==> config.mk <==
export PLATFORM = sky130hd
export DESIGN_NAME = executable_segment_header_parser_core_flat
export DESIGN_NICKNAME = d
export VERILOG_FILES = /design/src/rtl/core/eshp_pkg.sv /design/src/rtl/core/eshp_byte_if.sv /design/src/rtl/core/eshp_result_if.sv /design/src/rtl/core/eshp_front.sv /design/src/rtl/core/eshp_queue.sv /design/src/rtl/core/eshp_back.sv /design/src/rtl/core/executable_segment_header_parser_core.sv /design/src/flat_wrapper.sv
export SDC_FILE = /design/constraint.sdc
export NUM_CORES = 1
export LEC_CHECK = 0
export ABC_AREA = 1
export BUFFER_PORTS_ARGS = -buffer_cell sky130_fd_sc_hd__buf_2
export CORE_MARGIN = 5
export CORE_UTILIZATION = 23
export DETAILED_ROUTE_END_ITERATION = 7
export SKIP_LAST_GASP = 1
export SLEW_MARGIN = 20
export SYNTH_ARGS = -nofsm -noshare
export SYNTH_HDL_FRONTEND = slang
export SYNTH_SLANG_ARGS = --single-unit
==> constraint.sdc <==
create_clock -name clk -period 9.34 [get_ports clk]
set_clock_uncertainty 0.1 [all_clocks]
set_input_delay 0.467 -clock clk [delete_from_list [all_inputs] [get_ports clk]]
set_output_delay 0.467 -clock clk [all_outputs]
set_load 0.01 [all_outputs]
==> src/rtl/core/eshp_pkg.sv <==
// ----------------------------------------------------------------------------
// eshp_pkg - shared types and constants of the segment header parser
// Field widths, status codes and the entry that travels from front to back.
// ----------------------------------------------------------------------------
`default_nettype none

package eshp_pkg;

	// Table size and offset counter width
	localparam int MAX_SEGMENTS = 32;
	localparam int OFFSET_BITS  = 24;
	localparam int SEG_CNT_W    = $clog2(MAX_SEGMENTS + 1);

	// Fixed payload widths
	localparam int BYTE_W   = 8;
	localparam int KIND_W   = 1;
	localparam int IDX_W    = 5;
	localparam int ADDR_W   = 16;
	localparam int LEN_W    = 17;
	localparam int OFF_W    = 24;
	localparam int STATUS_W = 3;
	localparam int COUNT_W  = 6;

	// Header words with a meaning of their own
	localparam logic [ADDR_W-1:0] MARKER_WORD  = 16'hFFFF;
	localparam logic [ADDR_W-1:0] PADDING_WORD = 16'h1A1A;
	localparam logic [OFFSET_BITS-1:0] PAD_HEADER_BYTES = OFFSET_BITS'(4);

	// Front/back queue
	localparam int QUEUE_DEPTH = 4;
	localparam int QPTR_W      = $clog2(QUEUE_DEPTH);
	localparam int QCNT_W      = $clog2(QUEUE_DEPTH + 1);

	typedef enum logic [STATUS_W-1:0] {
		ST_OK    = 3'd0,
		ST_PAD   = 3'd1,
		ST_SHORT = 3'd2,
		ST_FULL  = 3'd3,
		ST_RANGE = 3'd4
	} status_t;

	typedef enum logic [KIND_W-1:0] {
		KIND_SEGMENT = 1'b0,
		KIND_STATUS  = 1'b1
	} kind_t;

	// One classified byte event: a segment record, a final status, or both
	// (record first).
	typedef struct packed {
		logic                rec_valid;
		logic [IDX_W-1:0]    seg_index;
		logic [ADDR_W-1:0]   load_addr;
		logic [LEN_W-1:0]    seg_len;
		logic [OFF_W-1:0]    data_off;
		logic                stat_valid;
		status_t             status;
		logic [OFF_W-1:0]    img_len;
		logic [COUNT_W-1:0]  seg_count;
	} entry_t;

endpackage

`default_nettype wire

==> src/rtl/core/eshp_byte_if.sv <==
// ----------------------------------------------------------------------------
// eshp_byte_if - image byte channel
// Valid/ready channel carrying one image byte and its last flag.
// ----------------------------------------------------------------------------
`default_nettype none

interface eshp_byte_if;
	logic                      valid;
	logic                      ready;
	logic [eshp_pkg::BYTE_W-1:0] data_byte;
	logic                      is_last_byte;

	modport source (output valid, output data_byte, output is_last_byte, input ready);
	modport sink   (input valid, input data_byte, input is_last_byte, output ready);
endinterface

`default_nettype wire

==> src/rtl/core/eshp_result_if.sv <==
// ----------------------------------------------------------------------------
// eshp_result_if - parser result channel
// Valid/ready channel carrying segment records and final status.
// ----------------------------------------------------------------------------
`default_nettype none

interface eshp_result_if;
	logic                          valid;
	logic                          ready;
	logic [eshp_pkg::KIND_W-1:0]   record_kind;
	logic [eshp_pkg::IDX_W-1:0]    segment_index;
	logic [eshp_pkg::ADDR_W-1:0]   load_address;
	logic [eshp_pkg::LEN_W-1:0]    segment_length;
	logic [eshp_pkg::OFF_W-1:0]    data_offset;
	logic [eshp_pkg::STATUS_W-1:0] parse_status;
	logic [eshp_pkg::OFF_W-1:0]    image_length;
	logic [eshp_pkg::COUNT_W-1:0]  segment_count;
	logic                          is_last_result;

	modport source (output valid, output record_kind, output segment_index,
		output load_address, output segment_length, output data_offset,
		output parse_status, output image_length, output segment_count,
		output is_last_result, input ready);
	modport sink   (input valid, input record_kind, input segment_index,
		input load_address, input segment_length, input data_offset,
		input parse_status, input image_length, input segment_count,
		input is_last_result, output ready);
endinterface

`default_nettype wire

==> src/rtl/core/eshp_front.sv <==
// ----------------------------------------------------------------------------
// eshp_front - header parser
// Takes one byte per cycle while the queue is not full, tracks header/skip phase, classifies byte events.
// ----------------------------------------------------------------------------
`default_nettype none

module eshp_front (
	input  wire                 clk,
	input  wire                 arst_n,
	eshp_byte_if.sink           in_bytes,
	input  wire                 q_full,
	output logic                push,
	output eshp_pkg::entry_t    push_entry
);
	import eshp_pkg::*;

	typedef enum logic [1:0] {
		PH_HDR,
		PH_EXT,
		PH_SKIP,
		PH_DONE
	} phase_t;

	phase_t                  phase_q, phase_d;
	logic [1:0]              hbc_q, hbc_d;
	logic [ADDR_W-1:0]       fw_q, fw_d, sw_q, sw_d;
	logic [LEN_W-1:0]        skip_q, skip_d, skip_dec, seg_len;
	logic [OFFSET_BITS-1:0]  off_q, off_d, trunc_q, trunc_d;
	logic [SEG_CNT_W-1:0]    seen_q, seen_d;
	status_t                 sticky_q, sticky_d, final_status;
	logic                    accept, do_finish;
	logic [ADDR_W-1:0]       fin_fw, fin_sw, word_hi;
	entry_t                  entry;

	assign in_bytes.ready = !q_full;
	assign accept         = in_bytes.valid && !q_full;
	assign word_hi        = {in_bytes.data_byte, sw_q[7:0]};
	assign seg_len        = {1'b0, fin_sw} - {1'b0, fin_fw} + LEN_W'(1);
	assign skip_dec       = (skip_q != '0) ? skip_q - LEN_W'(1) : skip_q;

	always_comb begin
		phase_d      = phase_q;
		hbc_d        = hbc_q;
		fw_d         = fw_q;
		sw_d         = sw_q;
		skip_d       = skip_q;
		off_d        = off_q;
		seen_d       = seen_q;
		sticky_d     = sticky_q;
		trunc_d      = trunc_q;
		do_finish    = 1'b0;
		fin_fw       = fw_q;
		fin_sw       = word_hi;
		final_status = sticky_q;
		entry        = '0;
		entry.status = ST_OK;

		if (accept) begin
			off_d = off_q + OFFSET_BITS'(1);
			case (phase_q)
				PH_HDR: begin
					case (hbc_q)
						2'd0:    fw_d = {8'h00, in_bytes.data_byte};
						2'd1:    fw_d = {in_bytes.data_byte, fw_q[7:0]};
						2'd2:    sw_d = {8'h00, in_bytes.data_byte};
						default: sw_d = word_hi;
					endcase
					hbc_d = hbc_q + 2'd1;
					if (hbc_q == 2'd3) begin
						if (fw_q == MARKER_WORD) begin
							// marker seen: real start word was the second word
							fw_d    = word_hi;
							sw_d    = '0;
							hbc_d   = '0;
							phase_d = PH_EXT;
						end else begin
							do_finish = 1'b1;
						end
					end
				end
				PH_EXT: begin
					if (hbc_q == 2'd0) begin
						sw_d  = {8'h00, in_bytes.data_byte};
						hbc_d = 2'd1;
					end else begin
						sw_d      = word_hi;
						do_finish = 1'b1;
					end
				end
				PH_SKIP: begin
					skip_d = skip_dec;
					if (skip_dec == '0) begin
						phase_d = PH_HDR;
					end
				end
				default: ;
			endcase

			if (do_finish) begin
				hbc_d = '0;
				if (seen_q >= SEG_CNT_W'(MAX_SEGMENTS)) begin
					sticky_d = ST_FULL;
					phase_d  = PH_DONE;
				end else if (fin_fw == PADDING_WORD && fin_sw == PADDING_WORD) begin
					trunc_d  = off_d - PAD_HEADER_BYTES;
					sticky_d = ST_PAD;
					phase_d  = PH_DONE;
				end else if (fin_sw < fin_fw) begin
					sticky_d = ST_RANGE;
					phase_d  = PH_DONE;
				end else begin
					entry.rec_valid = 1'b1;
					entry.seg_index = IDX_W'(seen_q);
					entry.load_addr = fin_fw;
					entry.seg_len   = seg_len;
					entry.data_off  = OFF_W'(off_d);
					seen_d          = seen_q + SEG_CNT_W'(1);
					skip_d          = seg_len;
					phase_d         = PH_SKIP;
				end
			end

			if (in_bytes.is_last_byte) begin
				if (sticky_d == ST_OK &&
				    ((phase_d == PH_HDR && hbc_d != '0) || phase_d == PH_EXT)) begin
					final_status = ST_SHORT;
				end else begin
					final_status = sticky_d;
				end
				entry.stat_valid = 1'b1;
				entry.status     = final_status;
				entry.img_len    = (final_status == ST_PAD) ? OFF_W'(trunc_d) : OFF_W'(off_d);
				entry.seg_count  = COUNT_W'(seen_d);
				// back to the reset state for the next image
				phase_d  = PH_HDR;
				hbc_d    = '0;
				fw_d     = '0;
				sw_d     = '0;
				skip_d   = '0;
				off_d    = '0;
				seen_d   = '0;
				sticky_d = ST_OK;
				trunc_d  = '0;
			end
		end
	end

	always_ff @(posedge clk or negedge arst_n) begin
		if (!arst_n) begin
			phase_q    <= PH_HDR;
			hbc_q      <= '0;
			fw_q       <= '0;
			sw_q       <= '0;
			skip_q     <= '0;
			off_q      <= '0;
			seen_q     <= '0;
			sticky_q   <= ST_OK;
			trunc_q    <= '0;
		end else begin
			phase_q    <= phase_d;
			hbc_q      <= hbc_d;
			fw_q       <= fw_d;
			sw_q       <= sw_d;
			skip_q     <= skip_d;
			off_q      <= off_d;
			seen_q     <= seen_d;
			sticky_q   <= sticky_d;
			trunc_q    <= trunc_d;
		end
	end

	assign push       = accept && (entry.rec_valid || entry.stat_valid);
	assign push_entry = entry;

endmodule

`default_nettype wire

==> src/rtl/core/eshp_queue.sv <==
// ----------------------------------------------------------------------------
// eshp_queue - front-to-back entry queue
// Small circular FIFO of classified entries.
// ----------------------------------------------------------------------------
`default_nettype none

module eshp_queue (
	input  wire                 clk,
	input  wire                 arst_n,
	input  wire                 push,
	input  wire eshp_pkg::entry_t push_entry,
	input  wire                 pop,
	output logic                full,
	output logic                q_valid,
	output eshp_pkg::entry_t    head_entry
);
	import eshp_pkg::*;

	entry_t              slot_q [QUEUE_DEPTH];
	logic [QPTR_W-1:0]   wr_ptr_q, rd_ptr_q;
	logic [QCNT_W-1:0]   count_q;
	logic                do_pop;

	assign full       = (count_q == QCNT_W'(QUEUE_DEPTH));
	assign q_valid    = (count_q != '0);
	assign head_entry = slot_q[rd_ptr_q];
	assign do_pop     = pop && q_valid;

	always_ff @(posedge clk) begin
		if (push) begin
			slot_q[wr_ptr_q] <= push_entry;
		end
	end

	always_ff @(posedge clk or negedge arst_n) begin
		if (!arst_n) begin
			wr_ptr_q <= '0;
			rd_ptr_q <= '0;
			count_q  <= '0;
		end else begin
			if (push) begin
				wr_ptr_q <= wr_ptr_q + QPTR_W'(1);
			end
			if (do_pop) begin
				rd_ptr_q <= rd_ptr_q + QPTR_W'(1);
			end
			if (push && !do_pop) begin
				count_q <= count_q + QCNT_W'(1);
			end else if (do_pop && !push) begin
				count_q <= count_q - QCNT_W'(1);
			end
		end
	end

endmodule

`default_nettype wire

==> src/rtl/core/eshp_back.sv <==
// ----------------------------------------------------------------------------
// eshp_back - result issue stage
// Expands queue entries into result transactions through an output register.
// ----------------------------------------------------------------------------
`default_nettype none

module eshp_back (
	input  wire                 clk,
	input  wire                 arst_n,
	input  wire                 q_valid,
	input  wire eshp_pkg::entry_t head_entry,
	output logic                pop,
	eshp_result_if.source       results
);
	import eshp_pkg::*;

	logic    out_valid_q;
	logic    pend_q;
	entry_t  pend_entry_q;
	logic    can_load;

	assign can_load      = !out_valid_q || results.ready;
	assign pop           = can_load && !pend_q && q_valid;
	assign results.valid = out_valid_q;

	always_ff @(posedge clk or negedge arst_n) begin
		if (!arst_n) begin
			out_valid_q <= 1'b0;
			pend_q      <= 1'b0;
		end else if (can_load) begin
			if (pend_q) begin
				out_valid_q <= 1'b1;
				pend_q      <= 1'b0;
			end else if (q_valid) begin
				out_valid_q <= 1'b1;
				// record goes out first; a status in the same entry waits
				pend_q      <= head_entry.rec_valid && head_entry.stat_valid;
			end else begin
				out_valid_q <= 1'b0;
			end
		end
	end

	always_ff @(posedge clk) begin
		if (can_load) begin
			if (pend_q || (q_valid && !head_entry.rec_valid)) begin
				results.record_kind    <= KIND_STATUS;
				results.segment_index  <= '0;
				results.load_address   <= '0;
				results.segment_length <= '0;
				results.data_offset    <= '0;
				results.parse_status   <= pend_q ? pend_entry_q.status : head_entry.status;
				results.image_length   <= pend_q ? pend_entry_q.img_len : head_entry.img_len;
				results.segment_count  <= pend_q ? pend_entry_q.seg_count
				                                 : head_entry.seg_count;
				results.is_last_result <= 1'b1;
			end else if (q_valid) begin
				results.record_kind    <= KIND_SEGMENT;
				results.segment_index  <= head_entry.seg_index;
				results.load_address   <= head_entry.load_addr;
				results.segment_length <= head_entry.seg_len;
				results.data_offset    <= head_entry.data_off;
				results.parse_status   <= ST_OK;
				results.image_length   <= '0;
				results.segment_count  <= '0;
				results.is_last_result <= 1'b0;
			end
			if (!pend_q && q_valid) begin
				pend_entry_q <= head_entry;
			end
		end
	end

endmodule

`default_nettype wire

==> src/rtl/core/executable_segment_header_parser_core.sv <==
// ----------------------------------------------------------------------------
// executable_segment_header_parser_core - segment header parser top level
// Streams executable image bytes and reports segment records and a status.
// ----------------------------------------------------------------------------
// The block takes one image byte per clock on in_bytes (valid/ready, last
// flag on the final byte) and parses little-endian start/end headers, with
// an optional 0xFFFF marker word. Each good header yields a segment record
// (index, load address, length, data offset); the data bytes are then
// skipped. The final byte yields a status transaction (ok, padding
// truncation, short header, table full, bad range) with the effective image
// length and segment count, after which the parser is back in its reset
// state for the next image. A header finished by the final byte gives its
// record first, then the status. Throughput: one byte per cycle. The front
// parser is stalled only when the 4-entry queue to the result stage is full;
// a byte carrying both a record and a status gives two transactions from the
// output register, which drains one transaction per cycle while results.ready
// is high, and the parser keeps running meanwhile.
// ----------------------------------------------------------------------------
`default_nettype none

module executable_segment_header_parser_core (
	input  wire             clk,
	input  wire             arst_n,
	eshp_byte_if.sink       in_bytes,
	eshp_result_if.source   results
);
	import eshp_pkg::*;

	// front -> queue
	logic    push;
	entry_t  push_entry;
	logic    q_full;

	// queue -> back
	logic    q_valid;
	entry_t  head_entry;
	logic    pop;

	// Header state machine and byte classification
	eshp_front u_front (
		.clk        (clk),
		.arst_n     (arst_n),
		.in_bytes   (in_bytes),
		.q_full     (q_full),
		.push       (push),
		.push_entry (push_entry)
	);

	// Decouples parsing from output back-pressure
	eshp_queue u_queue (
		.clk        (clk),
		.arst_n     (arst_n),
		.push       (push),
		.push_entry (push_entry),
		.pop        (pop),
		.full       (q_full),
		.q_valid    (q_valid),
		.head_entry (head_entry)
	);

	// Output register; splits record+status entries into two transactions
	eshp_back u_back (
		.clk        (clk),
		.arst_n     (arst_n),
		.q_valid    (q_valid),
		.head_entry (head_entry),
		.pop        (pop),
		.results    (results)
	);

endmodule

`default_nettype wire
==> src/flat_wrapper.sv <==
// flat-port wrapper written by rule: the top's interface ports become plain ports
module executable_segment_header_parser_core_flat import eshp_pkg::*;
  (clk, arst_n, in_bytes_valid, in_bytes_data_byte, in_bytes_is_last_byte, in_bytes_ready, results_valid, results_record_kind, results_segment_index, results_load_address, results_segment_length, results_data_offset, results_parse_status, results_image_length, results_segment_count, results_is_last_result, results_ready);
  eshp_byte_if in_bytes_i ();
  eshp_result_if results_i ();
  input  wire clk;
  input  wire arst_n;
  input wire logic [$bits(in_bytes_i.valid)-1:0] in_bytes_valid;
  input wire logic [$bits(in_bytes_i.data_byte)-1:0] in_bytes_data_byte;
  input wire logic [$bits(in_bytes_i.is_last_byte)-1:0] in_bytes_is_last_byte;
  output wire logic [$bits(in_bytes_i.ready)-1:0] in_bytes_ready;
  output wire logic [$bits(results_i.valid)-1:0] results_valid;
  output wire logic [$bits(results_i.record_kind)-1:0] results_record_kind;
  output wire logic [$bits(results_i.segment_index)-1:0] results_segment_index;
  output wire logic [$bits(results_i.load_address)-1:0] results_load_address;
  output wire logic [$bits(results_i.segment_length)-1:0] results_segment_length;
  output wire logic [$bits(results_i.data_offset)-1:0] results_data_offset;
  output wire logic [$bits(results_i.parse_status)-1:0] results_parse_status;
  output wire logic [$bits(results_i.image_length)-1:0] results_image_length;
  output wire logic [$bits(results_i.segment_count)-1:0] results_segment_count;
  output wire logic [$bits(results_i.is_last_result)-1:0] results_is_last_result;
  input wire logic [$bits(results_i.ready)-1:0] results_ready;
  assign in_bytes_i.valid = in_bytes_valid;
  assign in_bytes_i.data_byte = in_bytes_data_byte;
  assign in_bytes_i.is_last_byte = in_bytes_is_last_byte;
  assign in_bytes_ready = in_bytes_i.ready;
  assign results_valid = results_i.valid;
  assign results_record_kind = results_i.record_kind;
  assign results_segment_index = results_i.segment_index;
  assign results_load_address = results_i.load_address;
  assign results_segment_length = results_i.segment_length;
  assign results_data_offset = results_i.data_offset;
  assign results_parse_status = results_i.parse_status;
  assign results_image_length = results_i.image_length;
  assign results_segment_count = results_i.segment_count;
  assign results_is_last_result = results_i.is_last_result;
  assign results_i.ready = results_ready;
  executable_segment_header_parser_core u_core (.clk(clk), .arst_n(arst_n), .in_bytes(in_bytes_i), .results(results_i));
endmodule
# Word-level counts from Yosys, hierarchy flattened
# Memories as Yosys holds them, arrays and structs flattened.
# Cells that the tools add are included.
[totals]
register_bits = 248
mem_bits_rw = 388
input_bits = 13
word_cells = 181
mem_count = 1
[classes]
n_addsub = 11
n_lt_le_gt_ge = 2
eq_ne = 12
mux = 88
reduce_logical = 41
[memory_table]
columns = ["name", "words", "width", "read_ports", "rd_ports_with_merged_regs", "wr", "line", "rtl"]
rows = [
  ["u_core.u_queue.slot_q", 4, 97, 1, 0, 1, "eshp_queue.sv:19", "entry_t slot_q [QUEUE_DEPTH];"],
]
[ops]
columns = ["op", "count"]
rows = [
  ["$mux W63", 4],
  ["$mux W24", 10],
  ["$mux W16", 9],
  ["$mux W17", 8],
  ["$mux W97", 1],
  ["$pmux W16 S2", 3],
  ["$mux W6", 8],
  ["$mux W3", 14],
  ["$mux W34", 1],
  ["$eq A16 B13 Y1 const B", 2],
  ["$add A24 B1 Y24 const B", 1],
  ["$mux W2", 12],
  ["$sub A24 B3 Y24 const B", 1],
  ["$add A17 B1 Y17 const B", 1],
  ["$logic_not A17 Y1", 1],
  ["$reduce_bool A17 Y1", 1],
  ["$sub A16 B16 Y17", 1],
  ["$sub A17 B1 Y17 const B", 1],
  ["$eq A16 B16 Y1 const B", 1],
  ["$lt A16 B16 Y1", 1],
  ["$mux W1", 14],
  ["$logic_and A1 B1 Y1", 13],
  ["$pmux W2 S2", 2],
  ["$reduce_and A2 Y1", 4],
  ["other kinds (20)", 40],
]

# Longest topological paths before layout
# Gate-level depths: netlist (run 1).
[logic_depth]
ltp_word = 24
ltp_mapped = 20

# Hierarchy
# From an unflattened synthesis (run 1), not the netlist that was laid out.
[unflattened]
hier_cells = 2994
area_unflattened_um2 = 31051.0
[by_module_without_submodules]
columns = ["module", "instances", "cells_each", "area_per_inst_um2", "seq_area_each_um2"]
rows = [
  ["eshp_queue", 1, 1187, 16739.8, 11826.3],
  ["eshp_front", 1, 1351, 9105.0, 2552.4],
  ["eshp_back", 1, 456, 5206.2, 3923.8],
]

# Least setup slack after synthesis (run 1)
# Ideal clock, no wire load.
[synth_timing]
path_type = "register to register"
from = "register u_core.u_front.fw_q[8] (netlist: u_core.u_front.fin_fw[8])"
to = "memory u_core.u_queue.slot_q[0][0] (netlist bit), enable pin"
setup_time_ps = 553
arrival_time_ps = 6017
required_ps = 8687
path_slack_ps = 2670
path_stages_with_launch = 14
path_buffers = 0
synth_period_minus_slack_ps = 6670
cell_sequence = "dfrtp_1 > inv_1 > ha_1 > inv_1 > fa_1 > o21ai_0 > a211oi_1 > nand2_1 > nand2_2 > nor2_1 > inv_1 > nand2_1 > inv_1 > nor2_1"
[synth_lines]
columns = ["item", "line", "rtl"]
rows = [
  ["from (decl)", "eshp_front.sv:26", "logic [ADDR_W-1:0] fw_q, fw_d, sw_q, sw_d;"],
  ["from (signal assigned)", "eshp_front.sv:162", "fw_q <= fw_d;"],
  ["to (decl)", "eshp_queue.sv:19", ""],
]

==> flow_metrics.tcl, run 1 <==
set metrics [dict create \
    status "complete, no violations" \
    critPathLaunchType "flop" \
    period_share 0.525 \
    dpl_cell_area_um2 31000 \
    r2r-end "u_core.u_queue.slot_q[3][88]" \
    cp_top_family "simple AND/OR/NAND/NOR gates" \
    h-tree-depth 2 \
    io_buffers 111 \
    start_util 0.232 \
    avgSynthCellArea_um2 10.2 \
    final.fill_count 13000 \
    regToRegStartpoint "u_core.u_front.fin_fw[8]" \
    hold_path.class "primary input to flop" \
    crit_type "flop to flop" \
    ys_async_sr_fraction 0.177 \
    mostFrequentLayoutCells "517 x edfxtp_1, 513 x nand2_1, 504 x nor2_1" \
    ir_worst_vdd_v 0.000197 \
    cts-root-buf "clkbuf_16" \
    fmax_ghz 0.204 \
    syn_nets 2874 \
    reg2regPathDepth 14 \
    p_per_area_nw_per_um2 330 \
    highest_layer "met4" \
    internal_power_mw 6.49 \
    cts_sinks 628 \
    cp.required_ns 9.50 \
    synth.distinct_cells 49 \
    route.met3.wl_mm 4.24 \
    placementRows 129 \
    dp_hpwl_mm 50.4 \
    end_kind "flop" \
    dr_wl_met2_mm 36.5 \
    crit_path_frequent_cell "inv_1" \
    area_delta_synth_final_pct 15.2 \
    min_period_ns 4.91 \
    final-hold-violation-count 0 \
    fp.dieH_um 363 \
    critPathBufInv 5 \
    leakagePower_nw 12.8 \
    worstHoldEndpoint "u_core.u_front.fin_fw[14]" \
    gr-total-overflow 0 \
    synth-edff-count 517 \
    drive_gt1_frac 0.105 \
    path_clk_slew_ns 0.07 \
    critPathMaxFanout 75 \
    rsz0062_at_grt "false" \
    p_sw_mw 4.44 \
    grt_first_pass_wirelength_mm 119 \
    antenna_found_initial 1 \
    worst_pin_slew_ns 0.989 \
    grt_use_total 0.113 \
    cts_tree "done" \
    clock_path_buffers 3 \
    slew_violations 0 \
    drtPass1Iterations 8 \
    cts_setup_buffers 0 \
    synth_seq_cells 628 \
    ios 112 \
    slowest_delay_ns 0.67 \
    setup_viol_count_final 0 \
    grt_max_degree 114 \
    cts_inserted_buffers 58 \
    drt_wl_total_mm 77.3 \
    slowest_stage "nor2_4" \
    r2r_slack_ns 4.43 \
    pwr-share-clk 0.223 \
    setup-tns-final_ns 0 \
    syn_area_um2 28700 \
    met1_length_mm 33.8 \
    synth_ff_type "edfxtp_1" \
    p_seq_frac 0.378 \
    drcViolationCount 0 \
    dieArea_um2 132000 \
    vias 20200 \
    max_slew_margin 0.341 \
    ys_seq_area_frac 0.638 \
    postSynthCellCount 2803 \
    clk_latency_ns 0.65 \
    viasPerCell 4.43 \
    final_area_um2 33100 \
    nNetsFinal 2944 \
    critical_path.cell_chain "inv_1 -> ha_1 -> inv_1 -> fa_1 -> o21ai_0 -> a211oi_1 -> nand2_1 -> nand2_2 -> nor2_1 -> inv_2 -> nand2_1 -> inv_1 -> nor2_4 -> buf_12" \
    ant_nets 0 \
    layout_commonest_cell "edfxtp_1" \
    pwr-share-comb 0.399 \
    hp-start "in_bytes_data_byte[6]" \
    die-width_um 363 \
    crit_arrival_ns 5.07 \
    core_um2 124000 \
    ys.warnings.count 0 \
    grt_pass1_vias 19400 \
    avgRoutedWirePerCell_um 16.9 \
    cap_violations 0 \
    holdPathStages 3 \
    drt_iter0_markers 1639 \
    p_sw_frac 0.406 \
    globalplace.congestion 0.898 \
]
cell families (layout without fill, tap and decap cells):
family	Yosys count	count (layout)	synth area share
compound gates	544	544	0.103
xor+xnor	52	52	0.0161
fa+ha+maj	58	58	0.0276
buf+inv	345	465	0.0471
flops	628	628	0.638
mux	4	4	0.00144
other cells	0	1	0
simple gates	1172	1172	0.167
worst reg2reg max path, delay by kind of cell, from the launching register on:
kind            cells  cell delay (ns)
compound gates      2             0.52
fa+ha+maj           2             0.54
buf+inv             5             0.95
flops               1             0.39
simple gates        5             1.91
area by class of cell:
cell class                 instances  area [um2]  area share
antenna                            1        2.50   0.0000757
clock buffer                      80        1640      0.0495
clock inverter                    30         315     0.00953
inverter                         220         831      0.0251
multi-input combinational       1830        9090       0.275
sequential                       628       18300       0.554
tap                             1637        2050      0.0619
timing repair buffer             135         831      0.0251
registers in the layout (all words and copies together) (netlist names), 17 cells and up:
register / flops
u_core.u_queue.slot_q: 388
u_core.u_front.skip_q: 17
u_core.u_back.results.segment_length: 17
u_core.u_front.off_q: 24
u_core.u_back.pend_entry_q: 33
u_core.u_front.trunc_q: 24
u_core.u_back.results.data_offset: 24
u_core.u_back.results.image_length: 24
per-stage QoR:
| step | setup slack [ns] | total power, mW | utilization | cells | hold slack [ns] |
|---|---|---|---|---|---|
| final | 4.43 | 10.9 | 0.267 | 4561 | 0.0876 |
| after global routing | 4.18 | 11.7 | 0.267 | 4561 | 0.0818 |
| after CTS | 4.46 | 11.0 | 0.267 | 4558 | 0.0465 |
| after detailed placement | 4.45 | 8.54 | 0.251 | 4447 | 0.366 |
| after global placement | 4.47 | 8.52 | 0.251 | 4447 | 0.362 |
| after floorplan | 2.67 | 6.99 | - | 2803 | 0.0714 |
power by group through the flow:
stage / combinational, mW / sequential [mW] / clock [mW]
global placement: 4.34 / 4.19 / 0
finish: 4.36 / 4.13 / 2.44
detailed placement: 4.36 / 4.18 / 0
CTS: 4.38 / 4.14 / 2.50
global route: 4.86 / 4.19 / 2.60
floorplan: 2.77 / 4.22 / 0
cells in the mapped netlist, types with 9 or more instances:
cell / n / area [um2]
ha_1: 49 / 613
nand4_1: 22 / 138
o21ai_1: 23 / 115
xor2_1: 45 / 394
dfrtp_1: 111 / 2780
nand2_1: 514 / 1930
buf_1: 12 / 45.0
inv_2: 14 / 52.6
o211ai_1: 11 / 82.6
a21oi_1: 135 / 676
o21ai_0: 271 / 1360
nand3_1: 47 / 235
nor3_1: 18 / 90.1
inv_1: 203 / 762
fa_1: 9 / 180
edfxtp_1: 517 / 15500
buf_2: 18 / 90.1
nor2_1: 509 / 1910
clkbuf_1: 88 / 330
o22ai_1: 79 / 494
nand2_2: 17 / 106
timing repair:
action                                 4_1_cts  5_1_grt
endpoints found under the hold margin       63        0
setup endpoints to repair                    0        0
gates resized for setup                      0        0
hold buffers                                 1        0
how the worst max path moves through the flow:
stage / endpoint / cells after the start / start / slack (ns)
floorplan: u_core.u_queue.slot_q[0][0] / 13 / u_core.u_front.fin_fw[8] / 2.67
global placement: u_core.u_queue.slot_q[3][87] / 13 / in_bytes_data_byte[5] / 4.47
detailed placement: u_core.u_queue.slot_q[3][80] / 14 / in_bytes_data_byte[0] / 4.45
CTS: u_core.u_queue.slot_q[3][49] / 14 / u_core.u_front.fin_fw[8] / 4.46
global route: u_core.u_queue.slot_q[3][88] / 14 / u_core.u_front.fin_fw[8] / 4.18
finish: u_core.u_queue.slot_q[3][88] / 14 / u_core.u_front.fin_fw[8] / 4.43
per-layer routing:
metal,track usage,up-vias
met2,0.189,577
met1,0.151,9800
met3,0.0154,124
met5,0,-
met4,0.0423,0
li1,-,9682
(Power assumes the default switching activity.)
==> run 2, diff against run 1 <==
clock period = 4.5 ns   (was 9.34 ns; I/O delays follow)
==> run 2 against run 1 <==
Routed wire length fell by 1.1%. Final cell count is 0.31% higher. Combinational power up 110%. Critical path depth unchanged. Die area unchanged. Maximum frequency up 31%. Non-clock buffer count grew 14. Critical path type unchanged. Worst hold slack worse by 0.039 ns. First-iteration DRC count up 13%. Power is 110% higher. Largest cell class unchanged. Clock power rose by 120%.
==> flow_metrics.tcl, run 2 (synthesis results as in run 1) <==
set metrics [dict create \
    status "complete, no violations" \
    ir_worst_vdd_v 0.000630 \
    dp_hpwl_mm 49.4 \
    power.total_mw 22.8 \
    grt_use_total 0.113 \
    vias 20300 \
    nNetsFinal 2959 \
    worstHoldEndpoint "u_core.u_front.skip_q[6]" \
    grt_first_pass_wirelength_mm 119 \
    largest_reg_flops 388 \
    start_util 0.232 \
    drive_gt1_frac 0.106 \
    r2r_slack_ns 0.77 \
    drcViolationCount 0 \
    cts-root-buf "clkbuf_16" \
    io_buffers 111 \
    holdPathStages 4 \
    rsz0062_at_grt "false" \
    drt_wl_total_mm 76.5 \
    hold_path.class "primary input to flop" \
    min_period_ns 3.73 \
    dieArea_um2 132000 \
    dp.cells 4453 \
    core_um2 124000 \
    viasPerCell 4.44 \
    grt_pass1_vias 20100 \
    cts_setup_buffers 0 \
    setup-tns-final_ns 0 \
    placementRows 129 \
    hp-start "in_bytes_valid" \
    globalplace.congestion 0.896 \
    gr-total-overflow 0 \
    crit_arrival_ns 3.89 \
    mostFrequentLayoutCells "517 x edfxtp_1, 513 x nand2_1, 504 x nor2_1" \
    antenna_found_initial 1 \
    fin_ws_ns 0.768 \
    n_antenna_cell 0 \
    cts_sinks 628 \
    drtPass1Iterations 5 \
    period_share 0.829 \
    dp_slack_ns 0.782 \
    setup_viol_count_final 0 \
    final-hold-violation-count 0 \
    r2r-end "u_core.u_queue.slot_q[3][40]" \
    stdcell_count 4575 \
    worst_pin_slew_ns 0.980 \
    grt_max_degree 196 \
    crit_type "flop to flop" \
    critPathMaxFanout 97 \
    leakagePower_nw 12.9 \
    area_delta_synth_final_pct 16.0 \
    layout_commonest_cell "edfxtp_1" \
    cts_tree "done" \
    max_slew_margin 0.346 \
    fp.dieH_um 363 \
    h-tree-depth 2 \
    hold_slack_ns 0.0484 \
    critPathLaunchType "flop" \
    reg.largest.list "u_core.u_queue.slot_q: 388 flops, u_core.u_back.pend_entry_q: 33 flops" \
    cap_violations 0 \
    p_per_area_nw_per_um2 685 \
    fmax_ghz 0.268 \
    path_clk_slew_ns 0.07 \
    avgRoutedWirePerCell_um 16.7 \
    final.fill_count 12900 \
    clk_latency_ns 0.65 \
    slew_violations 0 \
    ios 112 \
    reg2regPathDepth 14 \
    drt_iter0_markers 1847 \
    cp.required_ns 4.66 \
    ant_nets 0 \
    die-width_um 363 \
    max_flop_register "u_core.u_queue.slot_q" \
    clock_path_buffers 3 \
    end_kind "flop" \
    regToRegStartpoint "u_core.u_front.fin_fw[8]" \
    cts_inserted_buffers 59 \
]
==> run 2: cell types whose count changed in the layout (fill, tap and decap cells not counted), sizes merged <==
cell | before | now
clkinv | 22 | 24
dlygate4sd3 | 1 | 11
clkinvlp | 4 | 6
diode | 1 | 0
buf | 134 | 138
bufinv | 5 | 9
inv | 219 | 218
clkbuf | 80 | 74
==> run 2: timing repair <==
| action | CTS | global route |
|---|---|---|
| resized for setup | 0 | 0 |
| endpoints found under the setup margin | 0 | 0 |
| endpoints found under the hold margin | 73 | 0 |
| hold buffers | 11 | 0 |
==> run 2: where the power goes <==
part / switching, mW / leakage (nW) / internal [mW] / total, mW
sequential: 0.538 / 6.42 / 7.97 / 8.51
combinational: 6.38 / 5.49 / 2.65 / 9.03
clock: 2.27 / 0.968 / 2.99 / 5.27
total: 9.19 / 12.9 / 13.6 / 22.8
==> run 2: cell type report <==
class	instances	area [um2]	share of cell area
Clock buffer	74	1560	0.0470
Clock inverter	37	464	0.0139
Inverter	220	831	0.0250
Multi-Input combinational cell	1830	9090	0.273
Sequential cell	628	18300	0.550
Tap cell	1637	2050	0.0615
Timing Repair Buffer	149	971	0.0292
==> run 2: worst max-delay path: stages, from the launching register on <==
cell,delay [ns]
dfrtp_1,0.41
inv_1,0.17
ha_1,0.21
inv_1,0.06
fa_1,0.34
o21ai_0,0.18
a211oi_1,0.13
nand2_1,0.21
nand2_2,0.08
nor2_1,0.30
inv_2,0.06
nand2_1,0.15
inv_1,0.20
nor2_4,0.15
buf_12,0.46
==> run 2: worst max-delay path by stage <==
stage	startpoint	to	slack, ns	depth (start not counted)
finish	u_core.u_front.fin_fw[8]	u_core.u_queue.slot_q[3][40]	0.77	14
global route	u_core.u_front.fin_fw[8]	u_core.u_queue.slot_q[0][64]	0.52	14
CTS	u_core.u_front.fin_fw[8]	u_core.u_queue.slot_q[2][42]	0.73	14
detailed placement	u_core.u_front.fin_fw[8]	u_core.u_queue.slot_q[2][13]	0.78	14
global placement	u_core.u_front.fin_fw[8]	u_core.u_queue.slot_q[1][12]	0.80	14
floorplan	u_core.u_front.fin_fw[8]	u_core.u_queue.slot_q[0][0]	-0.56	13
==> run 2: metal layers <==
metal | routed length, um | GRT usage | vias to the layer above | part of all wire
li1 | - | - | 9720 | -
met5 | 0 | 0 | - | 0
met4 | 2120 | 0.0339 | 0 | 0.028
met2 | 36700 | 0.193 | 529 | 0.48
met1 | 34200 | 0.150 | 9954 | 0.45
met3 | 3410 | 0.0129 | 123 | 0.045
==> run 2: per-stage QoR <==
step / utilization / cell area [um2]
after floorplan: - / 28700
after global placement: 0.252 / 31100
after detailed placement: 0.252 / 31100
after CTS: 0.269 / 33300
after global routing: 0.269 / 33300
final: 0.269 / 33300
